### src/rtl/hrhp_pkg.sv
// Shared types and constants for the HTTP request head parser.
`timescale 1ns / 1ps
`default_nettype none
package hrhp_pkg;

  typedef struct packed {
    logic [7:0] in_byte;
    logic       stream_end;
  } in_item_t;

  typedef struct packed {
    logic [1:0] out_kind;
    logic [2:0] out_field;
    logic [7:0] out_byte;
    logic [1:0] out_status;
  } out_item_t;

  // byte classes computed by the front part
  typedef struct packed {
    logic       eos;
    logic [7:0] c;
    logic       upper;
    logic       alpha;
    logic       digit;
    logic       key;
    logic       blank;
    logic       hex_ok;
    logic [3:0] hex_val;
  } cls_item_t;

  localparam logic [1:0] KIND_DATA  = 2'd0;
  localparam logic [1:0] KIND_END   = 2'd1;
  localparam logic [1:0] KIND_DONE  = 2'd2;
  localparam logic [1:0] KIND_ERROR = 2'd3;

  localparam logic [2:0] FLD_METHOD = 3'd0;
  localparam logic [2:0] FLD_URL    = 3'd1;
  localparam logic [2:0] FLD_VER    = 3'd2;
  localparam logic [2:0] FLD_NAME   = 3'd3;
  localparam logic [2:0] FLD_VALUE  = 3'd4;

  localparam logic [1:0] ST_OK       = 2'd0;
  localparam logic [1:0] ST_BAD      = 2'd1;
  localparam logic [1:0] ST_NOMETHOD = 2'd2;

  localparam logic [1:0] PH_METHOD  = 2'd0;
  localparam logic [1:0] PH_URL     = 2'd1;
  localparam logic [1:0] PH_VERSION = 2'd2;
  localparam logic [1:0] PH_HEADERS = 2'd3;

  localparam logic [3:0] U_LEAD = 4'd0;
  localparam logic [3:0] U_BODY = 4'd1;
  localparam logic [3:0] U_HEX1 = 4'd2;
  localparam logic [3:0] U_HEX2 = 4'd3;

  localparam logic [3:0] H_START    = 4'd0;
  localparam logic [3:0] H_BLANK_CR = 4'd1;
  localparam logic [3:0] H_WS_LINE  = 4'd2;
  localparam logic [3:0] H_NAME     = 4'd3;
  localparam logic [3:0] H_ASSIGN   = 4'd4;
  localparam logic [3:0] H_VALUE_WS = 4'd5;
  localparam logic [3:0] H_VALUE    = 4'd6;
  localparam logic [3:0] H_LINE_CR  = 4'd7;
  localparam logic [3:0] S_HALT     = 4'd15;

  localparam logic [20:0] LIMIT_MIN   = 21'd128;
  localparam logic [20:0] LIMIT_MAX   = 21'd1048960;
  localparam logic [20:0] LIMIT_RESET = 21'd4096;
  localparam logic [7:0]  URL_MAX     = 8'd126;

  localparam logic [7:0] CH_SP    = 8'h20;
  localparam logic [7:0] CH_TAB   = 8'h09;
  localparam logic [7:0] CH_CR    = 8'h0D;
  localparam logic [7:0] CH_LF    = 8'h0A;
  localparam logic [7:0] CH_PLUS  = 8'h2B;
  localparam logic [7:0] CH_PCT   = 8'h25;
  localparam logic [7:0] CH_SLASH = 8'h2F;
  localparam logic [7:0] CH_COLON = 8'h3A;
  localparam logic [7:0] CH_DOT   = 8'h2E;

  function automatic logic [7:0] get_char(input logic [2:0] pos);
    case (pos)
      3'd0:    get_char = 8'h47;
      3'd1:    get_char = 8'h45;
      default: get_char = 8'h54;
    endcase
  endfunction

  function automatic logic [7:0] http_char(input logic [2:0] pos);
    case (pos)
      3'd0:    http_char = 8'h48;
      3'd1:    http_char = 8'h54;
      3'd2:    http_char = 8'h54;
      3'd3:    http_char = 8'h50;
      default: http_char = 8'h2F;
    endcase
  endfunction

endpackage
`default_nettype wire

### src/rtl/http_request_head_parser.sv
// Top level of the HTTP request head parser.
// Each accepted byte is classified into the front register; its result is then registered in the output register.
// Throughput: one byte per cycle while out_stall is low; classify stage and parser stage each hold one item.
// Reset (rst_n, synchronous): parser back to the method phase, field limit 4096,
// both stages empty. After completion or an error the parser stays halted until reset.
`timescale 1ns / 1ps
`default_nettype none
module http_request_head_parser
  import hrhp_pkg::*;
(
  input  wire logic        clk,
  input  wire logic        rst_n,
  input  wire logic        cfg_we,
  input  wire logic [20:0] cfg_wdata,
  input  wire logic        in_valid,
  output logic             in_stall,
  input  wire in_item_t    in_data,
  output logic             out_valid,
  input  wire logic        out_stall,
  output out_item_t        out_data
);

  logic      cls_valid;
  logic      cls_stall;
  cls_item_t cls_data;

  hrhp_front u_front (
    .clk, .rst_n, .in_valid, .in_stall, .in_data,
    .cls_valid, .cls_stall, .cls_data
  );

  hrhp_back u_back (
    .clk, .rst_n, .cfg_we, .cfg_wdata, .cls_valid, .cls_stall, .cls_data,
    .out_valid, .out_stall, .out_data
  );

endmodule
`default_nettype wire

### src/rtl/hrhp_front.sv
// Front part: accepts bytes, classifies them and registers the result.
`timescale 1ns / 1ps
`default_nettype none
module hrhp_front
  import hrhp_pkg::*;
(
  input  wire logic      clk,
  input  wire logic      rst_n,
  input  wire logic      in_valid,
  output logic           in_stall,
  input  wire in_item_t  in_data,
  output logic           cls_valid,
  input  wire logic      cls_stall,
  output cls_item_t      cls_data
);

  logic      valid_r, valid_nxt;
  cls_item_t data_r, data_nxt;
  logic      take;
  logic [7:0] c;

  assign in_stall  = valid_r && cls_stall;
  assign take      = in_valid && !in_stall;
  assign cls_valid = valid_r;
  assign cls_data  = data_r;
  assign c         = in_data.in_byte;

  always_comb begin
    data_nxt = data_r;
    valid_nxt = valid_r && cls_stall;
    if (take) begin
      valid_nxt = 1'b1;
      data_nxt.eos   = in_data.stream_end;
      data_nxt.c     = c;
      data_nxt.upper = (c >= 8'h41 && c <= 8'h5A);
      data_nxt.alpha = data_nxt.upper || (c >= 8'h61 && c <= 8'h7A);
      data_nxt.digit = (c >= 8'h30 && c <= 8'h39);
      data_nxt.key   = data_nxt.alpha || data_nxt.digit || c == 8'h2D;
      data_nxt.blank = (c == CH_SP) || (c == CH_TAB);
      data_nxt.hex_ok = 1'b1;
      if (data_nxt.digit) data_nxt.hex_val = c[3:0];
      else if ((c >= 8'h41 && c <= 8'h46) || (c >= 8'h61 && c <= 8'h66))
        data_nxt.hex_val = 4'(c[3:0] + 4'd9);
      else begin
        data_nxt.hex_ok = 1'b0;
        data_nxt.hex_val = 4'd0;
      end
    end
  end

  always_ff @(posedge clk) begin
    if (!rst_n) valid_r <= 1'b0;
    else valid_r <= valid_nxt;
    data_r <= data_nxt;
  end

endmodule
`default_nettype wire

### src/rtl/hrhp_back.sv
// Back part: parser state machine and registered result output.
`timescale 1ns / 1ps
`default_nettype none
module hrhp_back
  import hrhp_pkg::*;
(
  input  wire logic        clk,
  input  wire logic        rst_n,
  input  wire logic        cfg_we,
  input  wire logic [20:0] cfg_wdata,
  input  wire logic        cls_valid,
  output logic             cls_stall,
  input  wire cls_item_t   cls_data,
  output logic             out_valid,
  input  wire logic        out_stall,
  output out_item_t        out_data
);

  logic [20:0] limit_r, lim_c;
  logic [1:0]  phase_r, phase_nxt;
  logic [3:0]  sub_r, sub_nxt;
  logic [20:0] count_r, count_nxt;
  logic [3:0]  hexh_r, hexh_nxt;
  logic [2:0]  tpos_r, tpos_nxt;
  logic [1:0]  flags_r, flags_nxt;
  logic        ov_r, ov_nxt;
  out_item_t   od_r, od_nxt;
  logic        go;
  logic        emit;
  out_item_t   res;
  logic [7:0]  c;
  logic [7:0]  ub;
  logic        ud;

  assign cls_stall = ov_r && out_stall;
  assign go        = cls_valid && !cls_stall;
  assign out_valid = ov_r;
  assign out_data  = od_r;
  assign c         = cls_data.c;

  always_comb begin
    lim_c = limit_r;
    if (limit_r < LIMIT_MIN) lim_c = LIMIT_MIN;
    if (limit_r > LIMIT_MAX) lim_c = LIMIT_MAX;
  end

  always_comb begin
    phase_nxt = phase_r; sub_nxt = sub_r; count_nxt = count_r;
    hexh_nxt = hexh_r; tpos_nxt = tpos_r; flags_nxt = flags_r;
    emit = 1'b0;
    res = '0;
    ub = c;
    ud = 1'b0;
    if (go && sub_r != S_HALT) begin
      emit = 1'b1;
      if (cls_data.eos) begin
        res = '{KIND_ERROR, 3'd0, 8'd0, ST_BAD};
        if (phase_r != PH_HEADERS) res.out_field = {1'b0, phase_r};
        else if (sub_r == H_VALUE_WS || sub_r == H_VALUE) res.out_field = FLD_VALUE;
        else res.out_field = FLD_NAME;
        sub_nxt = S_HALT;
      end else begin
        unique case (phase_r)
          PH_METHOD: begin
            if (c == CH_SP) begin
              if (flags_r[0] || tpos_r != 3'd3)
                res = '{KIND_ERROR, FLD_METHOD, c, ST_NOMETHOD};
              else begin
                res = '{KIND_END, FLD_METHOD, 8'd0, ST_OK};
                phase_nxt = PH_URL; sub_nxt = U_LEAD; count_nxt = '0; flags_nxt = '0;
              end
            end else if (!cls_data.upper) res = '{KIND_ERROR, FLD_METHOD, c, ST_BAD};
            else begin
              if (tpos_r < 3'd3 && c == get_char(tpos_r)) tpos_nxt = 3'(tpos_r + 3'd1);
              else flags_nxt[0] = 1'b1;
              res = '{KIND_DATA, FLD_METHOD, c, ST_OK};
            end
          end
          PH_URL: begin
            if (sub_r == U_LEAD || sub_r == U_BODY) begin
              if (sub_r == U_LEAD && c == CH_SP) emit = 1'b0;
              else begin
                sub_nxt = U_BODY;
                if (c == CH_PLUS) begin ud = 1'b1; ub = CH_SP; end
                else if (c == CH_PCT) begin sub_nxt = U_HEX1; emit = 1'b0; end
                else if (c == CH_SP) begin
                  if (!flags_r[1]) res = '{KIND_ERROR, FLD_URL, c, ST_BAD};
                  else begin
                    res = '{KIND_END, FLD_URL, 8'd0, ST_OK};
                    phase_nxt = PH_VERSION; sub_nxt = 4'd0; count_nxt = '0;
                    tpos_nxt = '0;
                  end
                end else if (c > CH_SP && c <= URL_MAX) ud = 1'b1;
                else res = '{KIND_ERROR, FLD_URL, c, ST_BAD};
              end
            end else if (!cls_data.hex_ok) res = '{KIND_ERROR, FLD_URL, c, ST_BAD};
            else if (sub_r == U_HEX1) begin
              hexh_nxt = cls_data.hex_val; sub_nxt = U_HEX2; emit = 1'b0;
            end else begin
              sub_nxt = U_BODY; ud = 1'b1; ub = {hexh_r, cls_data.hex_val};
            end
            if (ud) begin
              flags_nxt[1] = 1'b1;
              if (!flags_r[1] && ub != CH_SLASH) begin
                res = '{KIND_ERROR, FLD_URL, ub, ST_BAD}; ud = 1'b0;
              end else res = '{KIND_DATA, FLD_URL, ub, ST_OK};
            end
          end
          PH_VERSION: begin
            if (tpos_r < 3'd5) begin
              if (c != http_char(tpos_r)) res = '{KIND_ERROR, FLD_VER, c, ST_BAD};
              else begin
                tpos_nxt = 3'(tpos_r + 3'd1);
                res = '{KIND_DATA, FLD_VER, c, ST_OK};
              end
            end else if (tpos_r == 3'd5 && (cls_data.digit || c == CH_DOT))
              res = '{KIND_DATA, FLD_VER, c, ST_OK};
            else if (tpos_r == 3'd5 && c == CH_CR) begin
              tpos_nxt = 3'd6; emit = 1'b0;
            end else if (c == CH_LF) begin
              res = '{KIND_END, FLD_VER, 8'd0, ST_OK};
              phase_nxt = PH_HEADERS; sub_nxt = H_START; count_nxt = '0;
            end else res = '{KIND_ERROR, FLD_VER, c, ST_BAD};
          end
          default: begin
            res = '{KIND_ERROR, FLD_NAME, c, ST_BAD};
            case (sub_r)
              H_START, H_WS_LINE: begin
                if (sub_r == H_START && c == CH_CR) begin
                  sub_nxt = H_BLANK_CR; emit = 1'b0;
                end else if (sub_r == H_START && c == CH_LF) begin
                  sub_nxt = S_HALT; res = '{KIND_DONE, 3'd0, 8'd0, ST_OK};
                end else if (cls_data.blank) begin sub_nxt = H_WS_LINE; emit = 1'b0; end
                else if (c == CH_CR) begin sub_nxt = H_LINE_CR; emit = 1'b0; end
                else if (c == CH_LF) begin
                  sub_nxt = H_START; count_nxt = '0; emit = 1'b0;
                end else if (cls_data.alpha) begin
                  sub_nxt = H_NAME; res = '{KIND_DATA, FLD_NAME, c, ST_OK};
                end
              end
              H_BLANK_CR:
                if (c == CH_LF) begin
                  sub_nxt = S_HALT; res = '{KIND_DONE, 3'd0, 8'd0, ST_OK};
                end
              H_NAME: begin
                if (cls_data.key) res = '{KIND_DATA, FLD_NAME, c, ST_OK};
                else if (cls_data.blank) begin
                  sub_nxt = H_ASSIGN; res = '{KIND_END, FLD_NAME, 8'd0, ST_OK};
                end else if (c == CH_COLON) begin
                  sub_nxt = H_VALUE_WS; res = '{KIND_END, FLD_NAME, 8'd0, ST_OK};
                end
              end
              H_ASSIGN: begin
                if (cls_data.blank) emit = 1'b0;
                else if (c == CH_COLON) begin sub_nxt = H_VALUE_WS; emit = 1'b0; end
              end
              H_VALUE_WS, H_VALUE: begin
                if (sub_r == H_VALUE_WS && cls_data.blank) emit = 1'b0;
                else if (c == CH_CR) begin
                  sub_nxt = H_LINE_CR; res = '{KIND_END, FLD_VALUE, 8'd0, ST_OK};
                end else if (c == CH_LF) begin
                  sub_nxt = H_START; count_nxt = '0;
                  res = '{KIND_END, FLD_VALUE, 8'd0, ST_OK};
                end else begin
                  sub_nxt = H_VALUE; res = '{KIND_DATA, FLD_VALUE, c, ST_OK};
                end
              end
              H_LINE_CR:
                if (c == CH_LF) begin
                  sub_nxt = H_START; count_nxt = '0; emit = 1'b0;
                end
              default: emit = 1'b0;
            endcase
          end
        endcase
        if (emit && res.out_kind == KIND_DATA) begin
          if (count_r >= 21'(lim_c - 21'd2)) res.out_kind = KIND_ERROR;
          else count_nxt = 21'(count_r + 21'd1);
          if (res.out_kind == KIND_ERROR) res.out_status = ST_BAD;
        end
        if (emit && res.out_kind == KIND_ERROR) sub_nxt = S_HALT;
      end
    end
    ov_nxt = (ov_r && out_stall) || emit;
    od_nxt = emit ? res : od_r;
  end

  always_ff @(posedge clk) begin
    if (!rst_n) begin
      limit_r <= LIMIT_RESET;
      phase_r <= PH_METHOD; sub_r <= 4'd0; count_r <= '0;
      hexh_r <= '0; tpos_r <= '0; flags_r <= '0; ov_r <= 1'b0;
    end else begin
      if (cfg_we) limit_r <= cfg_wdata;
      phase_r <= phase_nxt; sub_r <= sub_nxt; count_r <= count_nxt;
      hexh_r <= hexh_nxt; tpos_r <= tpos_nxt; flags_r <= flags_nxt; ov_r <= ov_nxt;
    end
    od_r <= od_nxt;
  end

endmodule
`default_nettype wire

### config.mk
export PLATFORM = sky130hd
export DESIGN_NAME = http_request_head_parser
export DESIGN_NICKNAME = d
export VERILOG_FILES = /design/src/rtl/hrhp_pkg.sv /design/src/rtl/http_request_head_parser.sv /design/src/rtl/hrhp_front.sv /design/src/rtl/hrhp_back.sv
export SDC_FILE = /design/constraint.sdc
export NUM_CORES = 1
export LEC_CHECK = 0
export BUFFER_PORTS_ARGS = -buffer_cell sky130_fd_sc_hd__buf_2
export CORE_MARGIN = 1.5
export CORE_UTILIZATION = 50
export CTS_CLUSTER_DIAMETER = 50
export DETAILED_ROUTE_END_ITERATION = 10
export PLACE_DENSITY = 0.65
export SLEW_MARGIN = 0
export SYNTH_ARGS = -nofsm -noshare
export SYNTH_HDL_FRONTEND = slang
export SYNTH_SLANG_ARGS = --single-unit
### constraint.sdc
create_clock -name clk -period 7 [get_ports clk]
set_clock_uncertainty 0.1 [all_clocks]
set_input_delay 0.7 -clock clk [delete_from_list [all_inputs] [get_ports clk]]
set_output_delay 0.7 -clock clk [all_outputs]
set_load 0.02 [all_outputs]
After elaboration in Yosys (flattened, before gate mapping)
Cells that the tools add are included.
{ "word_totals": {"regBits": 93, "inputBits": 35, "out_inout_bits": 17, "word_cells": 356} }
{ "op_classes": {"n_addsub": 4, "n_lt_le_gt_ge": 15, "n_eq_ne": 64, "muxes": 192, "n_bitwise": 3, "reduce_logical": 54} }
{ "ops": {"columns": ["cell", "count"], "rows": [
  ["$mux 15", 32],
  ["$mux 21", 21],
  ["$mux 8", 17],
  ["$pmux 21 s3", 2],
  ["$mux 4", 29],
  ["$pmux 15 s4", 1],
  ["$eq 8x6->1 const B", 7],
  ["$mux 3", 16],
  ["$mux 2", 23],
  ["$pmux 15 s3", 1],
  ["$le 8x7->1 const B", 5],
  ["$mux 1", 39],
  ["$reduce_and 15->1", 2],
  ["$mux 14", 2],
  ["$eq 8x4->1 const B", 3],
  ["$ne 2x2->1 const B", 12],
  ["$pmux 4 s6", 1],
  ["$add 21x1->21 const B", 1],
  ["$ge 21x21->1", 1],
  ["$gt 21x21->1 const B", 1],
  ["$logic_and 1x1->1", 21],
  ["$lt 21x8->1 const B", 1],
  ["$pmux 7 s3", 1],
  ["$sub 21x2->21 const B", 1],
  ["50 further kinds", 92]
]} }

Depth between registers and ports, before layout
{ "logic_depth": {"word_depth": 27, "ltp_mapped": 25, "mapped_depth_nobuf": 21} }

Modules after synthesis
Synthesis repeated with hierarchy kept, for this count alone.
{ "unflattened": {"hier_cells": 808, "area_unflattened_um2": 6820.3} }
{ "modules_own_cells": {"columns": ["mod", "n_inst", "cells_each", "area_each_um2", "seq_area_each_um2"], "rows": [
  ["hrhp_back", 1, 742, 5878.1, 1611.5],
  ["hrhp_front", 1, 66, 942.2, 590.6]
]} }

Least setup slack after synthesis
Ideal clock, no wire load.
{ "synth_path": {"path_kind": "reg2reg", "start": "register u_back.limit_r[12]", "end": "register u_back.count_r[12]", "setup_ns": 0.122, "arrival_ns": 4.699, "required_time_ns": 6.778, "setup_slack_ns": 2.079, "stages_incl_launch_ff": 22, "n_path_buf": 1, "synth_period_minus_slack_ns": 4.921, "cell_sequence": "dfxtp_1 -> nor4_2 -> nand4b_1 -> o41a_1 -> clkbuf_1 -> nand2_1 -> ha_1 -> nand2_1 -> nor4b_2 -> o21ai_1 -> nor3_1 -> xor2_1 -> nand2_1 -> ha_1 -> nand4_1 -> nor2_1 -> a41oi_1 -> o211ai_1 -> nor2_1 -> nand4_2 -> o311a_1 -> a221o_1"} }
{ "synth_between": {"elab_chain_cells": 7, "elab_cells_between_ends": 8, "classes_between": "add/sub: 1; order compare: 3; mux: 4"} }
{ "synth_rtl": {"columns": ["element", "line", "source"], "rows": [
  ["start, declared", "hrhp_back.sv:19", "logic [20:0] limit_r, lim_c;"],
  ["start signal, assigned", "hrhp_back.sv:194", "if (cfg_we) limit_r <= cfg_wdata;"],
  ["$lt 21x8->1", "hrhp_back.sv:43", "if (limit_r < LIMIT_MIN) lim_c = LIMIT_MIN;"],
  ["$mux 21", "hrhp_back.sv:43", null],
  ["$mux 21 *", "hrhp_back.sv:44", "if (limit_r > LIMIT_MAX) lim_c = LIMIT_MAX;"],
  ["$sub 21x2->21 *", "hrhp_back.sv:177", "if (count_r >= 21'(lim_c - 21'd2)) res.out_kind = KIND_ERROR;"],
  ["$ge 21x21->1 *", "hrhp_back.sv:177", null],
  ["$mux 21 *", "hrhp_back.sv:177", null],
  ["$mux 21 *", "hrhp_back.sv:176", "if (emit && res.out_kind == KIND_DATA) begin"],
  ["end signal, assigned", "hrhp_back.sv:195", "phase_r <= phase_nxt; sub_r <= sub_nxt; count_r <= count_nxt;"],
  ["end, declared", "hrhp_back.sv:22", "logic [20:0] count_r, count_nxt;"]
]} }
Every way passes the cells marked *; elsewhere a longest branch is shown, timed or not.
A chain may end at the register's enable or synchronous reset.

Worst setup path after layout
{ "layout_path": {"start": "register u_back.limit_r[12]", "end": "register u_back.count_r[11]"} }
Same word-level chain as after synthesis.

==> impl_metrics.ini <==
[yosys]
syn_area_per_cell_sq_um = 8.063
synth_flop_cell = dfxtp_1
seq_area_frac_synth_pct = 31.04
yosys-top-cells-area = dfxtp_1 17%, edfxtp_1 14%, ha_1 6.7%
syn-cell-area_sq_mm = 0.007096
ys_async_sr_fraction_pct = 0
ys.warnings.count = 0
synth-seq-cells = 93
synthesis.nets = 953
yosysTopAreaCell = dfxtp_1
synth.distinct_cells = 98
synth_edf_count = 34
synth_top_area_share_pct = 16.65
synthCells = 880

[global_route]
grt_usage_pct = 27.12
grt_max_degree = 52
overflow = 0
grt_pass1_vias = 6139
antenna_found_initial = 0
grt_pass1_wl_mm = 31.81

[critical_path]
cp_common_cell = nand2_1
crit_type = flip-flop to flip-flop
worstSetupStartpoint = u_back.limit_r[12]
crit_family = simple AND/OR/NAND/NOR gates
regToRegStartpoint = u_back.limit_r[12]
r2r-end = u_back.count_r[11]
crit_buf_inv = 0
cp-endpoint = u_back.count_r[11]
rr_worst_depth = 20
startpoint_type = flip-flop
slowest_stage = or4_1
arrival_ns = 6.31
path_max_fanout = 25
rrSetupSlack_ns = 0.87
required_ns = 7.17
end_kind = flip-flop
worstPathCellList = nor4_2 -> nand4b_1 -> o41a_1 -> nand2_1 -> ha_1 -> nand2_1 -> nor4b_2 -> o21ai_1 -> nor3_1 -> xor2_1 -> nand2_1 -> ha_1 -> nand4_1 -> nor2_1 -> a41oi_1 -> o211ai_1 -> nor2_1 -> nand4_2 -> or4_1 -> a31oi_1
critPathMaxStageDelay_ns = 0.67
crit_cells = 20

[sta]
hold_viol = 0
tns_ns = 0
worst_slew_pin_slew_ns = 1.140
maxSlewHeadroom_pct = 24.03
fin_crit_sh_pct = 87.62
setup_viol = 0
fin_hold_ws_ns = 0.4032
rsz0062_at_grt = false
max_freq_mhz = 163.0
fin_ws_ns = 0.8663
layout_min_cycle_time_ns = 6.134
drv_slew = 0

[clock_tree]
clkSinkCount = 93
cts_hold_buf = 0
cts_resized = 0
root_buffer = clkbuf_16
cts_setup_buffers = 0
clk_latency_ns = 0.36
clockBufferDepth = 2
cts_made_buffers = 9
cts_tree = built
path_clk_slew_ns = 0.07
h-tree-depth = 3

[floorplan]
row_count = 43
die_h_microns = 122.1
io_pins = 52
dieArea_sq_mm = 0.01491
start_util_pct = 51.12
core_area_sq_mm = 0.01388
fp.dieW_microns = 122.1

[status]
status = finished clean

[detailed_routing]
post-route-drc-count = 0
vias_per_cell = 6.359
wirelength_mm = 19.75
vias = 6874
ant_nets = 0
wl_per_cell_microns = 18.27
drt_iter0_drc = 954
firstDrtPassIters = 5

[power]
p_per_area_mw_per_mm2 = 180.8
peakVddDrop_uv = 147.7
leakagePower_nw = 2.971

[job]
max_cap_viol_count = 0

[cells_and_area]
areaGrowthSynthToFinish_pct = 8.235
drive_above_1_share_pct = 12.76
diodes = 0
final_area_sq_mm = 0.007680
nNetsFinal = 970

[placement]
portBuffers = 51
dpl_cell_area_sq_mm = 0.007396
place.gp.congestion = 0.9614
pre_cts_slack_ns = 0.9928
dp_hpwl_mm = 14.54

[worst_hold_path]
hold_class = flip-flop to flip-flop
## final cells by class
class / instances / area, sq um
flip-flops and latches: 93 / 2202
clock inverters: 5 / 33.78
repair buffers: 56 / 292.8
fillers: 1298 / 6201
inverters: 29 / 108.9
well taps: 180 / 225.2
multi-input cells: 708 / 4567
clock buffers: 10 / 250.2
## stage by stage
step,std cells,power [mW],util [%]
3_3_place_gp,1066,0.9023,53.28
2_1_floorplan,880,0.8346,-
5_1_grt,1081,1.447,55.33
3_5_place_dp,1066,0.9099,53.28
4_1_cts,1081,1.392,55.33
6_report,1081,1.388,55.33
## cells by family after synthesis
| kind of cell | count (synthesis) | synth area share (%) |
|---|---|---|
| compound gates | 237 | 23.70 |
| xor+xnor | 11 | 1.358 |
| fa+ha+maj | 38 | 6.701 |
| buf+inv | 79 | 4.655 |
| flops | 93 | 31.04 |
| mux | 36 | 5.096 |
| simple gates | 386 | 27.46 |
## synth_stat cells (9+ instances only)
cell,n
a21o_1,12
a21oi_1,52
a31oi_1,27
and3_1,13
buf_2,9
clkbuf_1,31
dfxtp_1,59
edfxtp_1,34
ha_1,38
inv_1,27
mux2i_1,35
nand2_1,121
nand3_1,33
nand4_1,12
nor2_1,95
nor2b_1,13
nor3_1,26
o211ai_1,9
o21ai_0,37
xor2_1,10
## worst min-delay path by stage
stage                           start                   end  slack, ns  cells after the start
CTS                 u_back.flags_r[0]     u_back.flags_r[0]       0.40                      2
finish              u_back.flags_r[0]     u_back.flags_r[0]       0.40                      2
detailed placement  u_back.flags_r[0]     u_back.flags_r[0]       0.38                      2
global route               in_data[0]  u_front.cls_data[18]       0.41                      1
floorplan           u_back.flags_r[0]     u_back.flags_r[0]       0.35                      2
global placement    u_back.flags_r[0]     u_back.flags_r[0]       0.37                      2
## worst reg2reg max path, cell delays in order (launching register included)
cell and delay, ns:
dfxtp_1 0.38, nor4_2 0.53, nand4b_1 0.30, o41a_1 0.54
nand2_1 0.16, ha_1 0.29, nand2_1 0.10, nor4b_2 0.48
o21ai_1 0.23, nor3_1 0.27, xor2_1 0.16, nand2_1 0.08
ha_1 0.29, nand4_1 0.11, nor2_1 0.08, a41oi_1 0.20
o211ai_1 0.11, nor2_1 0.24, nand4_2 0.56, or4_1 0.67
a31oi_1 0.18
## sequential cells by signal, indices dropped and copies added, names as in the netlist, 2 cells and up
name,count
u_back.count_r,21
u_back.limit_r,21
u_front.cls_data,19
u_back.out_data,15
u_back.hexh_r,4
u_back.sub_r,4
u_back.tpos_r,3
u_back.flags_r,2
u_back.phase_r,2
## report_power, final
group	switching [mW]	internal, mW	leakage (nW)
Clock	0.222	0.261	0.138
Combinational	0.159	0.104	2.03
Sequential	0.0526	0.590	0.808
## metal layers
| metal | global-route usage, % | up-vias | share of wire, % |
|---|---|---|---|
| met2 | 38.10 | 305 | 42 |
| met3 | 5.618 | 29 | 8.1 |
| met1 | 41.37 | 3230 | 49 |
| li1 | - | 3310 | - |
| met5 | 0 | - | 0 |
| met4 | 8.140 | 0 | 1.7 |
## layout by cell type (no fill, tap or decap), drive strengths merged, types with 12 or more instances in the layout
| master | n |
|---|---|
| a21o | 12 |
| nor2b | 13 |
| nor2 | 97 |
| nand3 | 34 |
| nor3 | 26 |
| mux2i | 35 |
| inv | 29 |
| a31oi | 27 |
| ha | 38 |
| a21oi | 54 |
| buf | 56 |
| and3 | 14 |
| nand2 | 121 |
| nand4 | 13 |
| dfxtp | 59 |
| edfxtp | 34 |
| o21ai | 41 |
(Power assumes the default switching activity.)
